--- src/semaphore_recursive_mutex_unit_assert.svh ---
// Assertion macros used by the semaphore unit's RTL.
`ifndef SEMAPHORE_RECURSIVE_MUTEX_UNIT_ASSERT_SVH
`define SEMAPHORE_RECURSIVE_MUTEX_UNIT_ASSERT_SVH

// Same-cycle implication, off while reset is high.
`define SMRU_ASSERT_IMP(label, clk, rst, ante, cons) \
  label: assert property (@(posedge clk) disable iff (rst) (ante) |-> (cons)) \
    else $error("smru assertion failed");

// Next-cycle implication, off while reset is high.
`define SMRU_ASSERT_NXT(label, clk, rst, ante, cons) \
  label: assert property (@(posedge clk) disable iff (rst) (ante) |=> (cons)) \
    else $error("smru assertion failed");

`endif

--- src/smru_pkg.sv ---
package smru_pkg;

  // Result status codes
  localparam logic [1:0] ST_GRANTED  = 2'd0;
  localparam logic [1:0] ST_BLOCKED  = 2'd1;
  localparam logic [1:0] ST_RELEASED = 2'd2;
  localparam logic [1:0] ST_ERROR    = 2'd3;

  // Request kinds
  localparam logic KIND_ACQUIRE = 1'b0;
  localparam logic KIND_RELEASE = 1'b1;

  // Register index, taken from paddr[2]
  localparam logic REG_LOCK_MODE     = 1'b0;
  localparam logic REG_INITIAL_COUNT = 1'b1;

  localparam int TID_W   = 5;
  localparam int DEPTH_W = 8;
  localparam logic [DEPTH_W-1:0] DEPTH_MAX = 8'd255;

  // Configuration as seen by the datapath
  typedef struct packed {
    logic       lock_mode;
    logic [7:0] initial_count;
    logic       reinit;       // one-cycle pulse after any register write
  } cfg_t;

endpackage

--- src/smru_ram.sv ---
module smru_ram #(
  parameter int WIDTH = 5,
  parameter int DEPTH = 32
) (
  input  logic                     clk,
  input  logic                     we,
  input  logic [$clog2(DEPTH)-1:0] waddr,
  input  logic [WIDTH-1:0]         wdata,
  input  logic                     re,
  input  logic [$clog2(DEPTH)-1:0] raddr,
  output logic [WIDTH-1:0]         rdata
);

  logic [WIDTH-1:0] mem [DEPTH];

  always_ff @(posedge clk) begin
    if (we) begin
      mem[waddr] <= wdata;
    end
    if (re) begin
      rdata <= mem[raddr];
    end
  end

endmodule

--- src/smru_cfg.sv ---
module smru_cfg (
  input  logic                clk,
  input  logic                rst,
  input  logic                psel,
  input  logic                penable,
  input  logic                pwrite,
  input  logic [2:0]          paddr,
  input  logic [31:0]         pwdata,
  output logic [31:0]         prdata,
  output logic                pready,
  output smru_pkg::cfg_t      cfg
);

  logic       lock_mode;
  logic [7:0] initial_count;
  logic       reinit;
  logic       wr_en;

  assign pready = 1'b1;
  assign wr_en  = psel && penable && pwrite;

  always_ff @(posedge clk) begin
    if (rst) begin
      lock_mode     <= 1'b1;
      initial_count <= 8'd1;
      reinit        <= 1'b0;
    end else begin
      reinit <= wr_en;
      if (wr_en) begin
        unique case (paddr[2])
          smru_pkg::REG_LOCK_MODE:     lock_mode     <= pwdata[0];
          smru_pkg::REG_INITIAL_COUNT: initial_count <= pwdata[7:0];
          default: ;
        endcase
      end
    end
  end

  always_comb begin
    unique case (paddr[2])
      smru_pkg::REG_LOCK_MODE:     prdata = {31'b0, lock_mode};
      smru_pkg::REG_INITIAL_COUNT: prdata = {24'b0, initial_count};
      default:                     prdata = '0;
    endcase
  end

  assign cfg.lock_mode     = lock_mode;
  assign cfg.initial_count = initial_count;
  assign cfg.reinit        = reinit;

endmodule

--- src/semaphore_recursive_mutex_unit.sv ---
// Channel   | Handshake                    | Payload
// ----------+------------------------------+------------------------------------------
// request   | start & !busy                | kind, thread_id
// result    | done (one-cycle strobe)      | status, woken_valid, woken_thread,
//           |                              | count_after
// config    | psel & penable & pwrite      | paddr, pwdata (prdata on read), pready=1
//
// For each request, the accept cycle issues the wait-queue head read
// to the RAM, the next cycle has the head entry and does the read-modify-write of
// all state; done pulses in the cycle after that, when busy is already low.
// A new request may be accepted in the same cycle the previous result is shown.
// Reset is synchronous, active high: mutex mode, count one, empty queue.
// A register write reloads the count, queue and holder via the reinit register;
// no clearing pass is needed since the queue RAM is only read below its fill count.
// The receiver cannot stall: each result is a single-cycle transfer.
`include "semaphore_recursive_mutex_unit_assert.svh"

module semaphore_recursive_mutex_unit #(
  parameter int THREAD_COUNT = 32,
  parameter int COUNT_BITS   = 8
) (
  input  logic        clk,
  input  logic        rst,
  // request
  input  logic        start,
  output logic        busy,
  input  logic        kind,
  input  logic [4:0]  thread_id,
  // result
  output logic        done,
  output logic [1:0]  status,
  output logic        woken_valid,
  output logic [4:0]  woken_thread,
  output logic [7:0]  count_after,
  // configuration
  input  logic        psel,
  input  logic        penable,
  input  logic        pwrite,
  input  logic [2:0]  paddr,
  input  logic [31:0] pwdata,
  output logic [31:0] prdata,
  output logic        pready
);

  localparam int IW = $clog2(THREAD_COUNT);  // queue pointer / thread index width
  localparam int FW = IW + 1;                // fill count holds THREAD_COUNT
  localparam int CW = COUNT_BITS;
  localparam int TW = smru_pkg::TID_W;
  localparam int DW = smru_pkg::DEPTH_W;

  typedef enum logic {S_IDLE, S_EXEC} state_t;

  state_t              state;
  smru_pkg::cfg_t      cfg;

  // held request
  logic                req_kind;
  logic [TW-1:0]       req_tid;

  // semaphore and queue state
  logic [CW-1:0]           sem_count;
  logic [IW-1:0]           fifo_head;
  logic [IW-1:0]           fifo_tail;
  logic [FW-1:0]           fifo_fill;
  logic [THREAD_COUNT-1:0] waiting_map;
  logic                    holder_valid;
  logic [TW-1:0]           holder_thread;
  logic [DW-1:0]           recursion_depth;

  logic [TW-1:0]       head_data;
  logic                accept;

  // decision for the request in S_EXEC
  logic                in_range;
  logic [IW-1:0]       tid_idx;
  logic [IW-1:0]       head_idx;
  logic                is_waiting;
  logic                is_holder;
  logic                q_full;
  logic                q_nonempty;
  logic                cnt_zero;
  logic                cnt_max;
  logic [1:0]          res_status;
  logic                do_dec;
  logic                do_enq;
  logic                do_up;
  logic                take_lock;
  logic                drop_lock;
  logic                depth_inc;
  logic                depth_dec;
  logic [IW-1:0]       head_next;
  logic [IW-1:0]       tail_next;
  logic [CW-1:0]       sem_count_next;
  logic [CW-1:0]       init_count;

  smru_cfg u_cfg (
    .clk     (clk),
    .rst     (rst),
    .psel    (psel),
    .penable (penable),
    .pwrite  (pwrite),
    .paddr   (paddr),
    .pwdata  (pwdata),
    .prdata  (prdata),
    .pready  (pready),
    .cfg     (cfg)
  );

  // Wait queue storage: read the head at accept, push at the tail in S_EXEC.
  // The interlock of one request at a time keeps the read behind any push.
  smru_ram #(
    .WIDTH (TW),
    .DEPTH (THREAD_COUNT)
  ) u_wait_ram (
    .clk   (clk),
    .we    (state == S_EXEC && do_enq),
    .waddr (fifo_tail),
    .wdata (req_tid),
    .re    (accept),
    .raddr (fifo_head),
    .rdata (head_data)
  );

  assign busy   = (state != S_IDLE);
  assign accept = start && !busy;

  assign in_range   = 32'(req_tid) < 32'(THREAD_COUNT);
  assign tid_idx    = IW'(req_tid);
  assign head_idx   = IW'(head_data);
  assign is_waiting = in_range && waiting_map[tid_idx];
  assign is_holder  = holder_valid && (holder_thread == req_tid);
  assign q_full     = (fifo_fill == FW'(THREAD_COUNT));
  assign q_nonempty = (fifo_fill != '0);
  assign cnt_zero   = (sem_count == '0);
  assign cnt_max    = &sem_count;
  assign init_count = cfg.lock_mode ? CW'(1) : CW'(cfg.initial_count);

  assign head_next = (fifo_head == IW'(THREAD_COUNT - 1)) ? '0 : fifo_head + 1'b1;
  assign tail_next = (fifo_tail == IW'(THREAD_COUNT - 1)) ? '0 : fifo_tail + 1'b1;

  // Work out one request; every error arm leaves all actions low.
  always_comb begin
    res_status = smru_pkg::ST_ERROR;
    do_dec     = 1'b0;
    do_enq     = 1'b0;
    do_up      = 1'b0;
    take_lock  = 1'b0;
    drop_lock  = 1'b0;
    depth_inc  = 1'b0;
    depth_dec  = 1'b0;
    if (!in_range || is_waiting) begin
      res_status = smru_pkg::ST_ERROR;
    end else if (!cfg.lock_mode) begin
      // counting semaphore
      if (req_kind == smru_pkg::KIND_ACQUIRE) begin
        if (!cnt_zero) begin
          do_dec     = 1'b1;
          res_status = smru_pkg::ST_GRANTED;
        end else if (!q_full) begin
          do_enq     = 1'b1;
          res_status = smru_pkg::ST_BLOCKED;
        end
      end else if (!cnt_max) begin
        do_up      = 1'b1;
        res_status = smru_pkg::ST_RELEASED;
      end
    end else begin
      // recursive mutex
      if (req_kind == smru_pkg::KIND_ACQUIRE) begin
        if (is_holder) begin
          if (recursion_depth < smru_pkg::DEPTH_MAX) begin
            depth_inc  = 1'b1;
            res_status = smru_pkg::ST_GRANTED;
          end
        end else if (!cnt_zero) begin
          do_dec     = 1'b1;
          take_lock  = 1'b1;
          res_status = smru_pkg::ST_GRANTED;
        end else if (!q_full) begin
          do_enq     = 1'b1;
          res_status = smru_pkg::ST_BLOCKED;
        end
      end else if (is_holder) begin
        if (recursion_depth <= DW'(1)) begin
          if (!cnt_max) begin
            drop_lock  = 1'b1;
            do_up      = 1'b1;
            res_status = smru_pkg::ST_RELEASED;
          end
        end else begin
          depth_dec  = 1'b1;
          res_status = smru_pkg::ST_RELEASED;
        end
      end
    end
  end

  always_comb begin
    sem_count_next = sem_count;
    if (do_dec) begin
      sem_count_next = sem_count - 1'b1;
    end else if (do_up) begin
      sem_count_next = sem_count + 1'b1;
    end
  end

  always_ff @(posedge clk) begin
    if (rst) begin
      state           <= S_IDLE;
      done            <= 1'b0;
      sem_count       <= CW'(1);
      fifo_head       <= '0;
      fifo_tail       <= '0;
      fifo_fill       <= '0;
      waiting_map     <= '0;
      holder_valid    <= 1'b0;
      holder_thread   <= '0;
      recursion_depth <= '0;
    end else begin
      done <= 1'b0;
      if (cfg.reinit) begin
        // reload from the freshly written registers
        sem_count       <= init_count;
        fifo_head       <= '0;
        fifo_tail       <= '0;
        fifo_fill       <= '0;
        waiting_map     <= '0;
        holder_valid    <= 1'b0;
        holder_thread   <= '0;
        recursion_depth <= '0;
      end
      unique case (state)
        S_IDLE: begin
          if (accept) begin
            req_kind <= kind;
            req_tid  <= thread_id;
            state    <= S_EXEC;
          end
        end
        S_EXEC: begin
          state        <= S_IDLE;
          done         <= 1'b1;
          status       <= res_status;
          woken_valid  <= do_up && q_nonempty;
          woken_thread <= (do_up && q_nonempty) ? head_data : '0;
          count_after  <= 8'(sem_count_next);
          sem_count    <= sem_count_next;
          if (do_enq) begin
            // push at the tail and mark the thread as waiting
            fifo_tail            <= tail_next;
            fifo_fill            <= fifo_fill + 1'b1;
            waiting_map[tid_idx] <= 1'b1;
          end
          if (do_up && q_nonempty) begin
            // pop the oldest waiter; it must acquire again
            fifo_head             <= head_next;
            fifo_fill             <= fifo_fill - 1'b1;
            waiting_map[head_idx] <= 1'b0;
          end
          if (take_lock) begin
            holder_valid    <= 1'b1;
            holder_thread   <= req_tid;
            recursion_depth <= DW'(1);
          end else if (drop_lock) begin
            holder_valid    <= 1'b0;
            holder_thread   <= '0;
            recursion_depth <= '0;
          end else if (depth_inc) begin
            recursion_depth <= recursion_depth + 1'b1;
          end else if (depth_dec) begin
            recursion_depth <= recursion_depth - 1'b1;
          end
        end
        default: state <= S_IDLE;
      endcase
    end
  end

  // A result follows request work in S_EXEC, which comes straight after accept.
  `SMRU_ASSERT_NXT(a_accept_to_done, clk, rst, accept, done == 1'b0 && state == S_EXEC)
  `SMRU_ASSERT_NXT(a_exec_to_done, clk, rst, state == S_EXEC, done && state == S_IDLE)
  // Each queued thread has exactly one waiting mark.
  `SMRU_ASSERT_IMP(a_map_matches_fill, clk, rst, 1'b1,
                   $countones(waiting_map) == 32'(fifo_fill))
  // In mutex mode the binary count is zero exactly while someone holds the lock.
  `SMRU_ASSERT_IMP(a_holder_vs_count, clk, rst, cfg.lock_mode && !cfg.reinit,
                   holder_valid == (sem_count == '0))
  // A woken thread is only reported by a successful release.
  `SMRU_ASSERT_IMP(a_woken_on_release, clk, rst, done && woken_valid,
                   status == smru_pkg::ST_RELEASED)

endmodule

--- config.mk ---
export PLATFORM = sky130hd
export DESIGN_NAME = semaphore_recursive_mutex_unit
export DESIGN_NICKNAME = d
export VERILOG_FILES = /design/src/smru_pkg.sv /design/src/smru_ram.sv /design/src/smru_cfg.sv /design/src/semaphore_recursive_mutex_unit.sv
export VERILOG_INCLUDE_DIRS = /design/src /design/src/src
export SDC_FILE = /design/constraint.sdc
export NUM_CORES = 1
export LEC_CHECK = 0
export BUFFER_PORTS_ARGS = -buffer_cell sky130_fd_sc_hd__buf_2
export CAP_MARGIN = 20
export CELL_PAD_IN_SITES_DETAIL_PLACEMENT = 1
export CELL_PAD_IN_SITES_GLOBAL_PLACEMENT = 1
export CORE_AREA = 5 5 184 186
export DETAILED_ROUTE_END_ITERATION = 10
export DIE_AREA = 0 0 189 191
export GPL_ROUTABILITY_DRIVEN = 1
export PLACE_DENSITY = 0.69
export SYNTH_ARGS = -nofsm -noshare
export SYNTH_HDL_FRONTEND = slang
export SYNTH_HIERARCHICAL = 1
export SYNTH_SLANG_ARGS = --single-unit
--- constraint.sdc ---
create_clock -name clk -period 6.7 [get_ports clk]
set_input_delay 0 -clock clk [delete_from_list [all_inputs] [get_ports clk]]
set_output_delay 0 -clock clk [all_outputs]
set_load 0.01 [all_outputs]
==> results_tabular.tex <==
\begin{tabular}{lr}
\hline
Metric & Value \\
\hline
\multicolumn{2}{l}{\textbf{Critical path}} \\
\quad Worst Path Max Fanout & 24 \\
\quad Buf+Inv Stages, Crit Path & 2 \\
\quad Category of cells accounting for the largest share of critical-path delay & simple AND/OR/NAND/NOR gates \\
\quad Required time reported for the critical path endpoint & 7090 ps \\
\quad Critical-path cell list & buf\_4 -> xor2\_1 -> nor4\_1 -> nand3\_1 -> a21oi\_1 -> and2\_1 -> nand2\_1 -> inv\_1 -> and2\_1 -> nor2b\_1 -> a311oi\_1 \\
\quad Setup slack, reg-to-reg & between 1500 and 2000 ps \\
\quad Worst setup path startpoint & req\_tid[0] \\
\quad Category of the worst setup path capture point & flip-flop \\
\quad CP startpoint kind & flip-flop \\
\quad Destination of the critical timing path & waiting\_map[30] \\
\quad Kind of critical path & reg2reg \\
\quad Most prevalent standard cell on the critical path & sky130\_fd\_sc\_hd\_\_and2\_1 \\
\quad Number of cells on the critical path & 11 \\
\quad Startpoint of the worst-slack reg-to-reg timing path & req\_tid[0] \\
\quad R2r worst-path depth & 11 \\
\quad Terminus of the critical flop-to-flop path & waiting\_map[30] \\
\quad Data arrival time of the worst path & around 5300 ps \\
\quad CP max-delay cell & sky130\_fd\_sc\_hd\_\_edfxtp\_1 \\
\quad Slowest Stage Delay on Critical Path & 1090 ps \\
\multicolumn{2}{l}{\textbf{Synthesis}} \\
\quad Leading post-synthesis cells by instance count & sky130\_fd\_sc\_hd\_\_edfxtp\_1 (187), sky130\_fd\_sc\_hd\_\_dfxtp\_1 (82), sky130\_fd\_sc\_hd\_\_nor2\_1 (74) \\
\quad Post-synthesis register bit count & between 200 and 300 \\
\quad Asr flop ratio synth & 0 \\
\quad Top cells by area in the synthesized netlist & sky130\_fd\_sc\_hd\_\_edfxtp\_1 (45\%), sky130\_fd\_sc\_hd\_\_dfxtp\_1 (13\%), sky130\_fd\_sc\_hd\_\_mux4\_2 (8.9\%), sky130\_fd\_sc\_hd\_\_a22oi\_1 (2.4\%), sky130\_fd\_sc\_hd\_\_nor2\_1 (2.2\%) \\
\quad Flip-flop cell with the highest count after synthesis & sky130\_fd\_sc\_hd\_\_edfxtp\_1 \\
\quad Avg Synthesized Cell Area & about 13 sq um \\
\quad Post-synth top area share & 0.4455 \\
\quad Cells after synthesis & roughly 1000 \\
\quad Library cell with the largest summed area after synthesis & sky130\_fd\_sc\_hd\_\_edfxtp\_1 \\
\quad Post-synthesis cell area & 12600 sq um \\
\quad Cell with the most instances after synthesis & sky130\_fd\_sc\_hd\_\_edfxtp\_1 \\
\quad Post-synth EDFFs & roughly 190 \\
\quad Share of the yosys chip area belonging to registers & 0.5758 \\
\quad Library cells used by synthesis & 73 \\
\quad Number of warnings printed during yosys synthesis & 6 \\
\multicolumn{2}{l}{\textbf{STA}} \\
\quad Min Clock Period, post-route & approximately 4900 ps \\
\quad Final count of hold timing violations & 0 \\
\quad Timing-limited maximum frequency & 205.3 MHz \\
\quad Final setup slack of the worst path & roughly 1800 ps \\
\quad Final Cycle Share & 0.7271 \\
\quad Actual transition at the worst max-transition pin & about 1100 ps \\
\quad Setup Viol. Count Final & 0 \\
\quad Worst slew margin relative to its limit & 0.2553 \\
\quad Worst-case hold slack & approximately 120 ps \\
\quad Worst Clk Skew & $\sim$28 ps \\
\quad RSZ-0062 raised after global routing & false \\
\quad Max-slew violation count & 0 \\
\quad Final sum of negative setup slack & 0 ps \\
\multicolumn{2}{l}{\textbf{Die}} \\
\quad Effective utilization at floorplan & 0.3923 \\
\quad Overall die area & approximately 36000 sq um \\
\quad Core box area & between 30000 and 40000 sq um \\
\quad Die boundary width & between 150 and 200 um \\
\quad Die boundary height & roughly 190 um \\
\quad Standard-cell row count & 66 \\
\quad I/O pin count & between 90 and 100 \\
\multicolumn{2}{l}{\textbf{Clock network}} \\
\quad Buffer cell driving the clock tree root & sky130\_fd\_sc\_hd\_\_clkbuf\_16 \\
\quad CTS tree & done \\
\quad Number of buffers added by the clock tree synthesis step & 30 \\
\quad CTS H-tree depth & 1 \\
\quad Post-CTS Setup Bufs & 0 \\
\quad Clock sinks & roughly 270 \\
\quad Post-CTS Hold Fix Bufs & 18 \\
\quad Worst-case clock buffer depth & 3 \\
\quad Insertion delay to the later sink of the worst-skew pair & slightly below 600 ps \\
\quad Quantity of gates resized following cts & 0 \\
\quad Post-CTS clock slew at the launch and capture registers of the worst setup and hold paths & about 60 ps \\
\multicolumn{2}{l}{\textbf{Place}} \\
\quad Final RePlAce weighted congestion & $\sim$0.8 \\
\quad DP Cell Count & 1385 \\
\quad Setup slack after placement & around 1900 ps \\
\quad Port buffer count & between 40 and 50 \\
\quad Detail Placement HPWL & around 22000 um \\
\multicolumn{2}{l}{\textbf{Detailed routing}} \\
\quad Number of antenna-violating nets in the routed design & 0 \\
\quad Average wire length per cell after detail routing & between 20 and 25 um \\
\quad DRC Markers & 0 \\
\quad Vias after detailed routing & between 8k and 9k \\
\quad Total Wirelength & 33080 um \\
\quad Via-per-instance ratio & slightly below 6 \\
\quad Pre-antenna DRT Iters & 5 \\
\quad Drt first-iter violations & approximately 590 \\
\multicolumn{2}{l}{\textbf{Global route}} \\
\quad Initial antenna violation count & 0 \\
\quad Maximum number of pins on one net before global-route repair & 79 \\
\quad Global-route wire length before repair & 51280 um \\
\quad GRT overflow & 0 \\
\quad Vias in the first global route & about 8.7k \\
\quad Total track usage & 0.1792 \\
\multicolumn{2}{l}{\textbf{Min path}} \\
\quad Path type of the worst min-delay path & in2reg \\
\multicolumn{2}{l}{\textbf{Final layout}} \\
\quad Nets@finish & about 1.1k \\
\quad Non-filler cells in the finished layout & between 1k and 1.5k \\
\quad Layout cell share with drive strength beyond 1 & 0.1884 \\
\quad Total inserted antenna cells & 0 \\
\quad Layout overhead on the synthesized area & 12.61\% \\
\multicolumn{2}{l}{\textbf{Power}} \\
\quad Leakage component of the power & $\sim$0.0047 uW \\
\quad Maximum VDD drop & about 0.19 mV \\
\quad Ratio of total power to cell area & between 200 and 250 nW/um\^{}2 \\
\multicolumn{2}{l}{\textbf{Run status}} \\
\quad Run status & finished, final reports clean \\
\multicolumn{2}{l}{\textbf{Job}} \\
\quad Count of max-cap constraint violations & 0 \\
\hline
\end{tabular}
-- worst reg2reg max path: stages (launching register included) --
cell,delay [ps]
sky130_fd_sc_hd__edfxtp_1,1090
sky130_fd_sc_hd__buf_4,410
sky130_fd_sc_hd__xor2_1,110
sky130_fd_sc_hd__nor4_1,710
sky130_fd_sc_hd__nand3_1,250
sky130_fd_sc_hd__a21oi_1,480
sky130_fd_sc_hd__and2_1,310
sky130_fd_sc_hd__nand2_1,180
sky130_fd_sc_hd__inv_1,100
sky130_fd_sc_hd__and2_1,140
sky130_fd_sc_hd__nor2b_1,720
sky130_fd_sc_hd__a311oi_1,210
-- flip-flops by register name, indices dropped and copies added, names as in the netlist --
signal	count
holder_thread	5
busy	1
u_cfg/reinit	1
woken_thread	5
holder_valid	1
recursion_depth	8
u_wait_ram/rdata	5
count_after	8
req_tid	5
fifo_fill	6
u_cfg/initial_count	8
woken_valid	1
waiting_map	32
u_wait_ram/mem	160
u_cfg/lock_mode	1
fifo_head	5
done	1
status	2
req_kind	1
fifo_tail	5
sem_count	8
-- final cells by class --
type,instances,area [sq um]
clock buffer,47,854.6
clock inverter,9,102.6
fill,3335,17930
inverter,22,83.83
multi-input combinational,624,4851
sequential,269,7259
tap,408,510.5
timing repair buffer,80,530.5
-- report_power, final --
part           internal, uW  switching, uW
Combinational          47.0           89.8
Clock                   917            666
Sequential             1780           23.4
Total                  2750            779
-- layer usage --
| layer | share of wire | routed length [um] | up-vias | global-route usage |
|---|---|---|---|---|
| met3 | 0.046 | 1530 | 48 | 0.03050 |
| met4 | 0.020 | 670 | 0 | 0.03784 |
| li1 | - | - | 3837 | - |
| met1 | 0.44 | 14400 | 4347 | 0.2321 |
| met2 | 0.50 | 16470 | 193 | 0.3179 |
| met5 | 0 | 0 | - | 0 |
-- cells in the final DEF (no fill, tap or decap), types with 19 or more instances in the layout --
cell type / Yosys / final
sky130_fd_sc_hd__a22oi_1: 40 / 40
sky130_fd_sc_hd__inv_1: 19 / 19
sky130_fd_sc_hd__nand2b_1: 21 / 21
sky130_fd_sc_hd__a211oi_1: 30 / 30
sky130_fd_sc_hd__conb_1: 2 / 25
sky130_fd_sc_hd__a21oi_1: 47 / 47
sky130_fd_sc_hd__dfxtp_1: 82 / 80
sky130_fd_sc_hd__edfxtp_1: 187 / 187
sky130_fd_sc_hd__nor2_1: 74 / 74
sky130_fd_sc_hd__nand3_1: 22 / 22
sky130_fd_sc_hd__mux4_2: 50 / 50
sky130_fd_sc_hd__buf_2: 14 / 46
sky130_fd_sc_hd__nand2_1: 46 / 46
sky130_fd_sc_hd__clkbuf_16: 0 / 30
sky130_fd_sc_hd__mux2i_1: 25 / 25
-- metrics by stage --
| stage | util | cell area (sq um) | total power (uW) |
|---|---|---|---|
| after global routing | 0.4418 | 14190 | 3658 |
| final | 0.4418 | 14190 | 3527 |
| after CTS | 0.4418 | 14190 | 3569 |
| after global placement | 0.4064 | 13060 | 1967 |
| after detailed placement | 0.4064 | 13060 | 1972 |
| after floorplan | - | 12690 | 1932 |
-- worst min path at each step --
stage | slack, ps | startpoint | depth (start not counted) | endpoint
after global placement | 180 | thread_id[3] | 1 | req_tid[3]
after CTS | 110 | rst | 3 | holder_thread[0]
after floorplan | 100 | kind | 0 | req_kind
final | 120 | rst | 3 | u_cfg/reinit
after detailed placement | 180 | thread_id[4] | 1 | req_tid[4]
after global routing | 140 | psel | 3 | u_cfg/initial_count[3]
-- logic make-up (layout without fill, tap and decap cells) --
kind of cell / after synthesis / in the layout / share of synthesized area
AND/OR/NAND/NOR: 281 / 281 / 0.1203
buffers and inverters: 115 / 158 / 0.04616
multiplexers: 88 / 88 / 0.1208
other: 2 / 25 / 0.0005959
adder cells (fa/ha/maj): 12 / 12 / 0.01191
XOR/XNOR: 14 / 14 / 0.009729
AO/OA/AOI/OAI: 204 / 204 / 0.1147
flip-flops: 269 / 269 / 0.5758
Note: power is estimated with default switching activity, not from simulation.
